`src/sv/kdce_pkg.sv`:
```
package kdce_pkg;

  localparam int unsigned CODE_LEN_DEF = 4;

  localparam int unsigned KEY_W   = 4;
  localparam int unsigned DEC_W   = 5;
  localparam int unsigned COUNT_W = 5;
  localparam int unsigned CFG_IDX_W = 1;
  localparam int unsigned CFG_DATA_W = 4;

  localparam logic [DEC_W-1:0]   NO_KEY    = 5'd16;
  localparam logic [COUNT_W-1:0] COUNT_MAX = 5'd31;

  localparam logic [CFG_IDX_W-1:0] CFG_THRESHOLD = 1'b0;
  localparam logic [CFG_IDX_W-1:0] CFG_ENTER     = 1'b1;

  localparam logic [KEY_W-1:0] THRESHOLD_RST = 4'd2;
  localparam logic [KEY_W-1:0] ENTER_RST     = 4'd11;

  localparam int unsigned Q_DEPTH = 2;
  localparam int unsigned Q_PTR_W = (Q_DEPTH > 1) ? $clog2(Q_DEPTH) : 1;
  localparam int unsigned Q_CNT_W = $clog2(Q_DEPTH + 1);

  typedef enum logic [1:0] {
    CMD_REPORT,
    CMD_STORE,
    CMD_SEND
  } cmd_op_e;

  typedef struct packed {
    cmd_op_e          op;
    logic [KEY_W-1:0] key;
  } cmd_t;

  typedef struct packed {
    logic full;
    logic empty;
  } q_status_t;

  // Key codes, indexed [column][row]
  localparam logic [KEY_W-1:0] KEY_TABLE [4][4] = '{
    '{4'd1,  4'd4,  4'd7,  4'd10},
    '{4'd2,  4'd5,  4'd8,  4'd0},
    '{4'd3,  4'd6,  4'd9,  4'd11},
    '{4'd12, 4'd13, 4'd14, 4'd15}
  };

  function automatic logic [DEC_W-1:0] decode_key(input logic [1:0] col,
                                                  input logic [3:0] rows);
    logic [DEC_W-1:0] res;
    logic             found;
    res   = NO_KEY;
    found = 1'b0;
    for (int i = 0; i < 4; i++) begin
      if (rows[i] && !found) begin
        res   = {1'b0, KEY_TABLE[col][i]};
        found = 1'b1;
      end
    end
    return res;
  endfunction

endpackage

```
`src/sv/kdce_front.sv`:
```
module kdce_front #(
  parameter int unsigned CODE_LEN = kdce_pkg::CODE_LEN_DEF
) (
  input  logic                            clk_i,
  input  logic                            rst_ni,
  input  logic                            cfg_we_i,
  input  logic [kdce_pkg::CFG_IDX_W-1:0]  cfg_idx_i,
  input  logic [kdce_pkg::CFG_DATA_W-1:0] cfg_data_i,
  input  logic                            in_valid_i,
  output logic                            in_ready_o,
  input  logic [1:0]                      column_i,
  input  logic [3:0]                      row_lines_i,
  input  kdce_pkg::q_status_t             q_status_i,
  output logic                            push_o,
  output kdce_pkg::cmd_t                  cmd_o
);

  localparam int unsigned CNT_W = $clog2(CODE_LEN + 1);
  localparam logic [CNT_W-1:0] CODE_LEN_C = CNT_W'(CODE_LEN);

  logic [kdce_pkg::KEY_W-1:0]   thr_q, enter_q;
  logic [kdce_pkg::DEC_W-1:0]   prev_q, prev_d;
  logic [kdce_pkg::COUNT_W-1:0] mc_q, mc_d, mc_inc;
  logic                         armed_q, armed_d;
  logic [CNT_W-1:0]             dc_q, dc_d;
  logic [kdce_pkg::DEC_W-1:0]   key;
  logic                         accept;
  logic                         emit;
  kdce_pkg::cmd_op_e            op;

  assign in_ready_o = !q_status_i.full;
  assign accept     = in_valid_i && in_ready_o;
  assign key        = kdce_pkg::decode_key(column_i, row_lines_i);

  always_comb begin
    mc_inc = mc_q;
    if (key != kdce_pkg::NO_KEY && key == prev_q && mc_q < kdce_pkg::COUNT_MAX) begin
      mc_inc = mc_q + 1'b1;
    end
    mc_d    = mc_inc;
    armed_d = armed_q;
    dc_d    = dc_q;
    emit    = 1'b0;
    op      = kdce_pkg::CMD_REPORT;
    prev_d  = key;
    if (mc_inc > {1'b0, thr_q}) begin
      if (armed_q) begin
        if (key != kdce_pkg::NO_KEY) begin
          emit = 1'b1;
          if (key[kdce_pkg::KEY_W-1:0] == enter_q && dc_q >= CODE_LEN_C) begin
            op   = kdce_pkg::CMD_SEND;
            dc_d = '0;
          end else if (dc_q < CODE_LEN_C) begin
            op   = kdce_pkg::CMD_STORE;
            dc_d = dc_q + 1'b1;
          end
        end
        armed_d = 1'b0;
      end
      if (prev_q != key) begin
        mc_d = '0;
      end
    end else begin
      armed_d = 1'b1;
    end
  end

  assign push_o     = accept && emit;
  assign cmd_o.op   = op;
  assign cmd_o.key  = key[kdce_pkg::KEY_W-1:0];

  always_ff @(posedge clk_i or negedge rst_ni) begin
    if (!rst_ni) begin
      thr_q   <= kdce_pkg::THRESHOLD_RST;
      enter_q <= kdce_pkg::ENTER_RST;
    end else if (cfg_we_i) begin
      case (cfg_idx_i)
        kdce_pkg::CFG_THRESHOLD: thr_q   <= cfg_data_i;
        kdce_pkg::CFG_ENTER:     enter_q <= cfg_data_i;
        default: ;
      endcase
    end
  end

  always_ff @(posedge clk_i or negedge rst_ni) begin
    if (!rst_ni) begin
      prev_q  <= '0;
      mc_q    <= '0;
      armed_q <= 1'b0;
      dc_q    <= '0;
    end else if (accept) begin
      prev_q  <= prev_d;
      mc_q    <= mc_d;
      armed_q <= armed_d;
      dc_q    <= dc_d;
    end
  end

endmodule

```
`src/sv/kdce_queue.sv`:
```
module kdce_queue (
  input  logic                clk_i,
  input  logic                rst_ni,
  input  logic                push_i,
  input  kdce_pkg::cmd_t      push_data_i,
  input  logic                pop_i,
  output kdce_pkg::cmd_t      pop_data_o,
  output kdce_pkg::q_status_t status_o
);

  kdce_pkg::cmd_t                 mem_q [kdce_pkg::Q_DEPTH];
  logic [kdce_pkg::Q_PTR_W-1:0]   wr_q, rd_q;
  logic [kdce_pkg::Q_CNT_W-1:0]   cnt_q;
  logic                           do_push, do_pop;

  localparam logic [kdce_pkg::Q_PTR_W-1:0] LAST_PTR = kdce_pkg::Q_PTR_W'(kdce_pkg::Q_DEPTH - 1);
  localparam logic [kdce_pkg::Q_CNT_W-1:0] DEPTH_C  = kdce_pkg::Q_CNT_W'(kdce_pkg::Q_DEPTH);

  assign status_o.full  = (cnt_q == DEPTH_C);
  assign status_o.empty = (cnt_q == '0);
  assign do_push = push_i && !status_o.full;
  assign do_pop  = pop_i && !status_o.empty;
  assign pop_data_o = mem_q[rd_q];

  always_ff @(posedge clk_i) begin
    if (do_push) begin
      mem_q[wr_q] <= push_data_i;
    end
  end

  always_ff @(posedge clk_i or negedge rst_ni) begin
    if (!rst_ni) begin
      wr_q  <= '0;
      rd_q  <= '0;
      cnt_q <= '0;
    end else begin
      if (do_push) begin
        wr_q <= (wr_q == LAST_PTR) ? '0 : wr_q + 1'b1;
      end
      if (do_pop) begin
        rd_q <= (rd_q == LAST_PTR) ? '0 : rd_q + 1'b1;
      end
      case ({do_push, do_pop})
        2'b10:   cnt_q <= cnt_q + 1'b1;
        2'b01:   cnt_q <= cnt_q - 1'b1;
        default: cnt_q <= cnt_q;
      endcase
    end
  end

endmodule

```
`src/sv/kdce_back.sv`:
```
module kdce_back #(
  parameter int unsigned CODE_LEN = kdce_pkg::CODE_LEN_DEF
) (
  input  logic                       clk_i,
  input  logic                       rst_ni,
  input  kdce_pkg::q_status_t        q_status_i,
  input  kdce_pkg::cmd_t             cmd_i,
  output logic                       pop_o,
  output logic                       out_valid_o,
  input  logic                       out_ready_i,
  output logic                       kind_o,
  output logic [kdce_pkg::KEY_W-1:0] value_o,
  output logic                       last_o
);

  localparam int unsigned IDX_W = (CODE_LEN > 1) ? $clog2(CODE_LEN) : 1;
  localparam logic [IDX_W-1:0] LAST_IDX = IDX_W'(CODE_LEN - 1);

  logic [kdce_pkg::KEY_W-1:0] store_q [CODE_LEN];
  logic [IDX_W-1:0]           wp_q, cnt_q;
  logic                       send_q;
  logic                       valid_q, kind_q, last_q;
  logic [kdce_pkg::KEY_W-1:0] value_q;
  logic                       load;

  assign load  = !valid_q || out_ready_i;
  assign pop_o = load && !send_q && !q_status_i.empty;

  assign out_valid_o = valid_q;
  assign kind_o      = kind_q;
  assign value_o     = value_q;
  assign last_o      = last_q;

  always_ff @(posedge clk_i) begin
    if (pop_o && cmd_i.op == kdce_pkg::CMD_STORE) begin
      store_q[wp_q] <= cmd_i.key;
    end
  end

  // Payload registers: report beat from the queue, or the next stored digit
  always_ff @(posedge clk_i) begin
    if (load && send_q) begin
      kind_q  <= 1'b1;
      value_q <= store_q[cnt_q];
      last_q  <= (cnt_q == LAST_IDX);
    end else if (pop_o) begin
      kind_q  <= 1'b0;
      value_q <= cmd_i.key;
      last_q  <= (cmd_i.op != kdce_pkg::CMD_SEND);
    end
  end

  always_ff @(posedge clk_i or negedge rst_ni) begin
    if (!rst_ni) begin
      valid_q <= 1'b0;
      send_q  <= 1'b0;
      cnt_q   <= '0;
      wp_q    <= '0;
    end else if (load) begin
      if (send_q) begin
        valid_q <= 1'b1;
        cnt_q   <= cnt_q + 1'b1;
        if (cnt_q == LAST_IDX) begin
          send_q <= 1'b0;
        end
      end else if (pop_o) begin
        valid_q <= 1'b1;
        case (cmd_i.op)
          kdce_pkg::CMD_STORE: wp_q <= wp_q + 1'b1;
          kdce_pkg::CMD_SEND: begin
            send_q <= 1'b1;
            cnt_q  <= '0;
            wp_q   <= '0;
          end
          default: ;
        endcase
      end else begin
        valid_q <= 1'b0;
      end
    end
  end

endmodule

```
`src/sv/keypad_debounce_code_entry_unit.sv`:
```
// Keypad debounce and code entry.
// Input stream (s_axis): one beat per keypad column event; tdata carries the
// column index and the sensed row lines. Beats are taken one per cycle while
// the two-entry command queue has room.
// Output stream (m_axis): key press reports (tuser 0) and, when the enter key
// is pressed with a full code store, the stored digits oldest first
// (tuser 1). tlast marks the final beat caused by one input event.
// A reporting event passes through the command queue and then the output
// register before its first output beat shows. A report gives one output beat;
// a code send gives 1 + CODE_LEN beats from the single output register that the
// back end drives one beat per cycle while the receiver is ready.
// Events that produce no beat update the debounce state and leave nothing
// behind; throughput is one event per cycle as long as the output drains.
// When the receiver stalls, the output beat holds, the queue fills and then
// s_axis_tready drops; no beat is lost. Reset clears the debounce state, digit
// count, queue and output, and loads debounce_threshold = 2 and enter_key = 11.
// Configuration: cfg_we_i writes cfg_data_i to register cfg_idx_i (0 threshold,
// 1 enter key); the user writes only while idle, the block does not enforce it.
module keypad_debounce_code_entry_unit #(
  parameter int unsigned CODE_LEN = kdce_pkg::CODE_LEN_DEF
) (
  input  logic                            clk_i,
  input  logic                            rst_ni,
  input  logic                            cfg_we_i,
  input  logic [kdce_pkg::CFG_IDX_W-1:0]  cfg_idx_i,
  input  logic [kdce_pkg::CFG_DATA_W-1:0] cfg_data_i,
  input  logic                            s_axis_tvalid,
  output logic                            s_axis_tready,
  input  logic [7:0]                      s_axis_tdata,  // [1:0] column, [5:2] row_lines
  output logic                            m_axis_tvalid,
  input  logic                            m_axis_tready,
  output logic [7:0]                      m_axis_tdata,  // [3:0] value
  output logic                            m_axis_tuser,  // [0] kind
  output logic                            m_axis_tlast
);

  kdce_pkg::q_status_t        q_status;
  kdce_pkg::cmd_t             push_cmd, pop_cmd;
  logic                       push, pop;
  logic [kdce_pkg::KEY_W-1:0] value;

  kdce_front #(.CODE_LEN(CODE_LEN)) u_front (
    .clk_i       (clk_i),
    .rst_ni      (rst_ni),
    .cfg_we_i    (cfg_we_i),
    .cfg_idx_i   (cfg_idx_i),
    .cfg_data_i  (cfg_data_i),
    .in_valid_i  (s_axis_tvalid),
    .in_ready_o  (s_axis_tready),
    .column_i    (s_axis_tdata[1:0]),
    .row_lines_i (s_axis_tdata[5:2]),
    .q_status_i  (q_status),
    .push_o      (push),
    .cmd_o       (push_cmd)
  );

  kdce_queue u_queue (
    .clk_i       (clk_i),
    .rst_ni      (rst_ni),
    .push_i      (push),
    .push_data_i (push_cmd),
    .pop_i       (pop),
    .pop_data_o  (pop_cmd),
    .status_o    (q_status)
  );

  kdce_back #(.CODE_LEN(CODE_LEN)) u_back (
    .clk_i       (clk_i),
    .rst_ni      (rst_ni),
    .q_status_i  (q_status),
    .cmd_i       (pop_cmd),
    .pop_o       (pop),
    .out_valid_o (m_axis_tvalid),
    .out_ready_i (m_axis_tready),
    .kind_o      (m_axis_tuser),
    .value_o     (value),
    .last_o      (m_axis_tlast)
  );

  assign m_axis_tdata = {4'b0000, value};

endmodule

```
`config.mk`:
```
export PLATFORM = sky130hd
export DESIGN_NAME = keypad_debounce_code_entry_unit
export DESIGN_NICKNAME = d
export VERILOG_FILES = /design/src/sv/kdce_pkg.sv /design/src/sv/kdce_front.sv /design/src/sv/kdce_queue.sv /design/src/sv/kdce_back.sv /design/src/sv/keypad_debounce_code_entry_unit.sv
export SDC_FILE = /design/constraint.sdc
export NUM_CORES = 1
export LEC_CHECK = 0
export ABC_CLOCK_PERIOD_IN_PS = 6000
export CAP_MARGIN = 40
export CORE_UTILIZATION = 40
export CTS_CLUSTER_DIAMETER = 40
export CTS_CLUSTER_SIZE = 8
export DETAILED_ROUTE_END_ITERATION = 10
export DONT_BUFFER_PORTS = 1
export SKIP_LAST_GASP = 1
export SYNTH_ARGS = -nofsm -noshare
export SYNTH_HDL_FRONTEND = slang
export SYNTH_SLANG_ARGS = --single-unit
```
`constraint.sdc`:
```
create_clock -name clk_i -period 6 [get_ports clk_i]
set_clock_uncertainty 0.05 [all_clocks]
set_input_delay 0.6 -clock clk_i [delete_from_list [all_inputs] [get_ports clk_i]]
set_output_delay 0.6 -clock clk_i [all_outputs]
set_load 0.01 [all_outputs]
```
==> reports/results.tsv <==
metric	value	unit
outcome	finished, final reports clean	
clock network fraction of design power	27.1	%
Crit. path cell count	22	
number of synthesized flops with an enable pin	33	
Setup crit start kind	input port	
via/cell ratio	5.24	
Design Power	0.00151	W
Syn Area/Cell	12.0	um2
most common cell after layout, fill and taps aside	edfxtp_1	
post-synth design cell area	3380	um2
number of routed nets with antenna violations	0	
CTS tree	yes	
total net switching power	0.000477	W
critical path, cell by cell	inv_1 -> ha_1 -> nor4b_1 -> nor2_1 -> xnor2_1 -> o311a_1 -> or3_1 -> nor2b_1 -> mux2_2 -> ha_1 -> nor2b_1 -> o21ai_0 -> nand2b_1 -> a21oi_1 -> a41o_1 -> and3_1 -> nor2_1 -> inv_1 -> ha_1 -> xnor2_1 -> nor2_1 -> xor2_1	
number of search-and-repair iterations in the first detailed-routing pass	4	
max-slew headroom at the worst pin	54.4	%
detailed router's first-iteration violation count	73	
endpoint type of the worst setup path	flip-flop	
async set-reset flop share out of synthesis	48.5	%
met1 capacity usage during global routing	18.6	%
CP Data Required Time	6.17	ns
routed length per placed instance	14.6	um
Longest Clk Path Bufs	2	
height of the chip	94.0	um
Int Power	0.00103	W
worst hold path type	input port to async pin	
die area	8830	um2
number of instances in the placed design	380	
Max H-tree Level	3	
number of CTS-inserted buffers	9	
number of diodes	0	
Fmax	203	MHz
Slew Viols, Final	0	
VDD IR-drop max	0.146	mV
Setup TNS Final	0	ns
pin count of the biggest net entering global routing	29	
post-cts sizing count	0	
crit path kind	input port to flip-flop	
nets@finish	323	
met3 layer usage reported by global route	5.66	%
Core Rows	33	
vias in the first global route	2086	
share of synthesized area occupied by flip-flops and latches	53.7	%
Seq. cell area	1820	um2
Layout area overhead	9.57	%
clock-pin slew on the worst setup and hold paths	0.08	ns
number of register bits inferred by synthesis	66	
Post-DP HPWL	4150	um
fraction of layout cells with a size suffix above 1	17.8	%
total gr overflow	0	
Yosys Warn Count	0	
met2 global-route usage	23.8	%
number of cell instances on the worst register-to-register path	20	
antenna violations before repair	0	
crit-path max FO	10	
clock latency on the worst-skew pair	0.34	ns
Crit-path slowest cell	or3_1	
number of library cell types mapped by synthesis	61	
share of power burned in registers	47.1	%
Fill cells	744	
leakage	1.47	nW
Setup violations, final	0	
final clock period utilization by the worst path	82.2	%
most frequent cells in the layout	edfxtp_1, dfrtp_1, nand2_1	
Post-Route WL	5800	um
non-filler cells, final	397	
net switching fraction of the power	31.7	%
pwr dens	406	nW/um2
count of buffer and inverter cells on the critical path	2	
area of combinational cells with multiple inputs	1450	um2
kind of cell adding the most delay to the critical path	simple AND/OR/NAND/NOR gates	
effective utilization at floorplan	41.2	%
Boundary Pins	30	
main flop type after synthesis	edfxtp_1	
CP Data Arrival Time	5.10	ns
CP max stage delay	0.53	ns
placeable core area	8220	um2
total global-route track usage	14.8	%
gate count of the mapped netlist	281	
remaining routing DRC violations	0	
setup slack, reg-to-reg	1.66	ns
Maximum Capacitance Violations	0	
root buffer cell	clkbuf_8	
wire length of the first global-routing pass	9890	um
Worst-Margin Slew	0.676	ns
shortest period the worst path allows	4.93	ns
Final Hold Violating Endpoints	0	
number of buffers added on ports	0	
Die X	94.0	um
power share of the combinational group	25.8	%
RSZ-0062 raised after global routing	no	
number of sinks on the clock net	66	
core utilization of the finished layout	45.1	%
Setup Fix Bufs, Post-CTS	0	
Most Crowded Layer GR	met2	
vias after detailed routing	2080	
GP Congestion	0.804	
final cells by class:
type / instances / share of cell area, %
clock inverter: 6 / 2.43
tap: 105 / 3.54
inverter: 17 / 1.72
multi-input combinational: 191 / 39.1
clock buffer: 10 / 3.44
timing repair buffer: 2 / 0.742
sequential: 66 / 49.0
Yosys cell counts, drive strengths merged (2+ instances only):
library cell  instances  area [um2]
a21oi                 6        30.0
a31oi                 2        18.8
and3                  6        37.5
buf                   6        48.8
clkbuf                4        15.0
dfrtp                28         701
dfstp                 4         105
edfxtp               33         991
ha                   18         225
inv                  16        60.1
mux2                 19         214
mux2i                 2        20.0
mux4                  4        90.1
nand2                26        97.6
nand2b                3        18.8
nand3                 7        35.0
nor2                 12        47.6
nor2b                 8        50.1
nor3                  7        40.0
o21a                  2        15.0
o21ai                15        75.1
o21bai                3        22.5
o2bb2ai               2        17.5
or3                   2        12.5
or4                   2        15.0
xnor2                 9        78.8
xor2                  6        52.6
per-stage QoR:
stage	hold WS (ns)	worst slack [ns]	instance area, um2
2_1_floorplan	0.254	1.13	3400
3_3_place_gp	0.258	0.761	3470
3_5_place_dp	0.258	0.754	3470
4_1_cts	0.0165	1.10	3710
5_1_grt	0.0106	0.783	3710
6_report	0.0326	1.07	3710
path summary, 6_finish.rpt:
path                                   start                 to
max reg2reg                u_front.prev_q[3]   u_queue.cnt_q[1]
min reg2reg                    u_back.kind_o      u_back.kind_o
max                          s_axis_tdata[0]   u_queue.cnt_q[1]
max in group asynchronous             rst_ni  u_front.prev_q[3]
min                                   rst_ni    u_back.cnt_q[0]
min in group clk_i             cfg_data_i[1]   u_front.thr_q[1]
power by group through the flow:
| stage | clock network (W) | registers [W] | logic (W) |
|---|---|---|---|
| after floorplan | 0 | 0.000683 | 0.000343 |
| after global placement | 0 | 0.000716 | 0.000375 |
| after detailed placement | 0 | 0.000721 | 0.000386 |
| after CTS | 0.000419 | 0.000712 | 0.000395 |
| after global routing | 0.000439 | 0.000730 | 0.000444 |
| final | 0.000408 | 0.000709 | 0.000389 |
flip-flops by register name, summed over array words and instances, names as in the netlist:
name                cells
u_back.last_o           1
u_back.out_valid_o      1
u_front.dc_q            3
u_front.enter_q         4
u_front.thr_q           4
u_queue.wr_q            1
u_back.store_q         16
u_front.prev_q          5
u_queue.mem_q          12
u_queue.rd_q            1
u_back.send_q           1
u_back.cnt_q            2
u_back.kind_o           1
u_back.value_o          4
u_front.mc_q            5
u_queue.cnt_q           2
u_front.armed_q         1
u_back.wp_q             2
repair_timing:
item                                    4_1_cts  5_1_grt
endpoints found under the setup margin        0        0
endpoints found under the hold margin        28        0
hold buffers                                  1        0
cell families (layout without fill, tap and decap cells):
family / after synthesis / count (layout) / share of synthesized area [%]
muxes: 25 / 25 / 9.58
adders and majority gates: 18 / 18 / 6.65
buffers and inverters: 27 / 35 / 3.77
and+or+nand+nor: 84 / 84 / 13.1
other: 1 / 4 / 0.111
xor gates and xnor gates: 15 / 15 / 3.88
AOI/OAI and AO/OA: 45 / 45 / 9.28
DFF: 66 / 66 / 53.7
worst reg2reg max path, delay by kind of cell (launching register included):
kind	cells	cell delay [ns]
DFF	1	0.40
adders and majority gates	2	0.49
xor gates and xnor gates	2	0.29
and+or+nand+nor	8	1.72
AOI/OAI and AO/OA	6	0.81
muxes	1	0.38
buffers and inverters	1	0.08
routing by layer:
layer	routed length (um)	part of all wire [%]
met3	193	3.3
met4	44	0.76
met2	2850	49
met1	2710	47
met5	0	0
No activity file was read; power rests on OpenSTA's default activity.
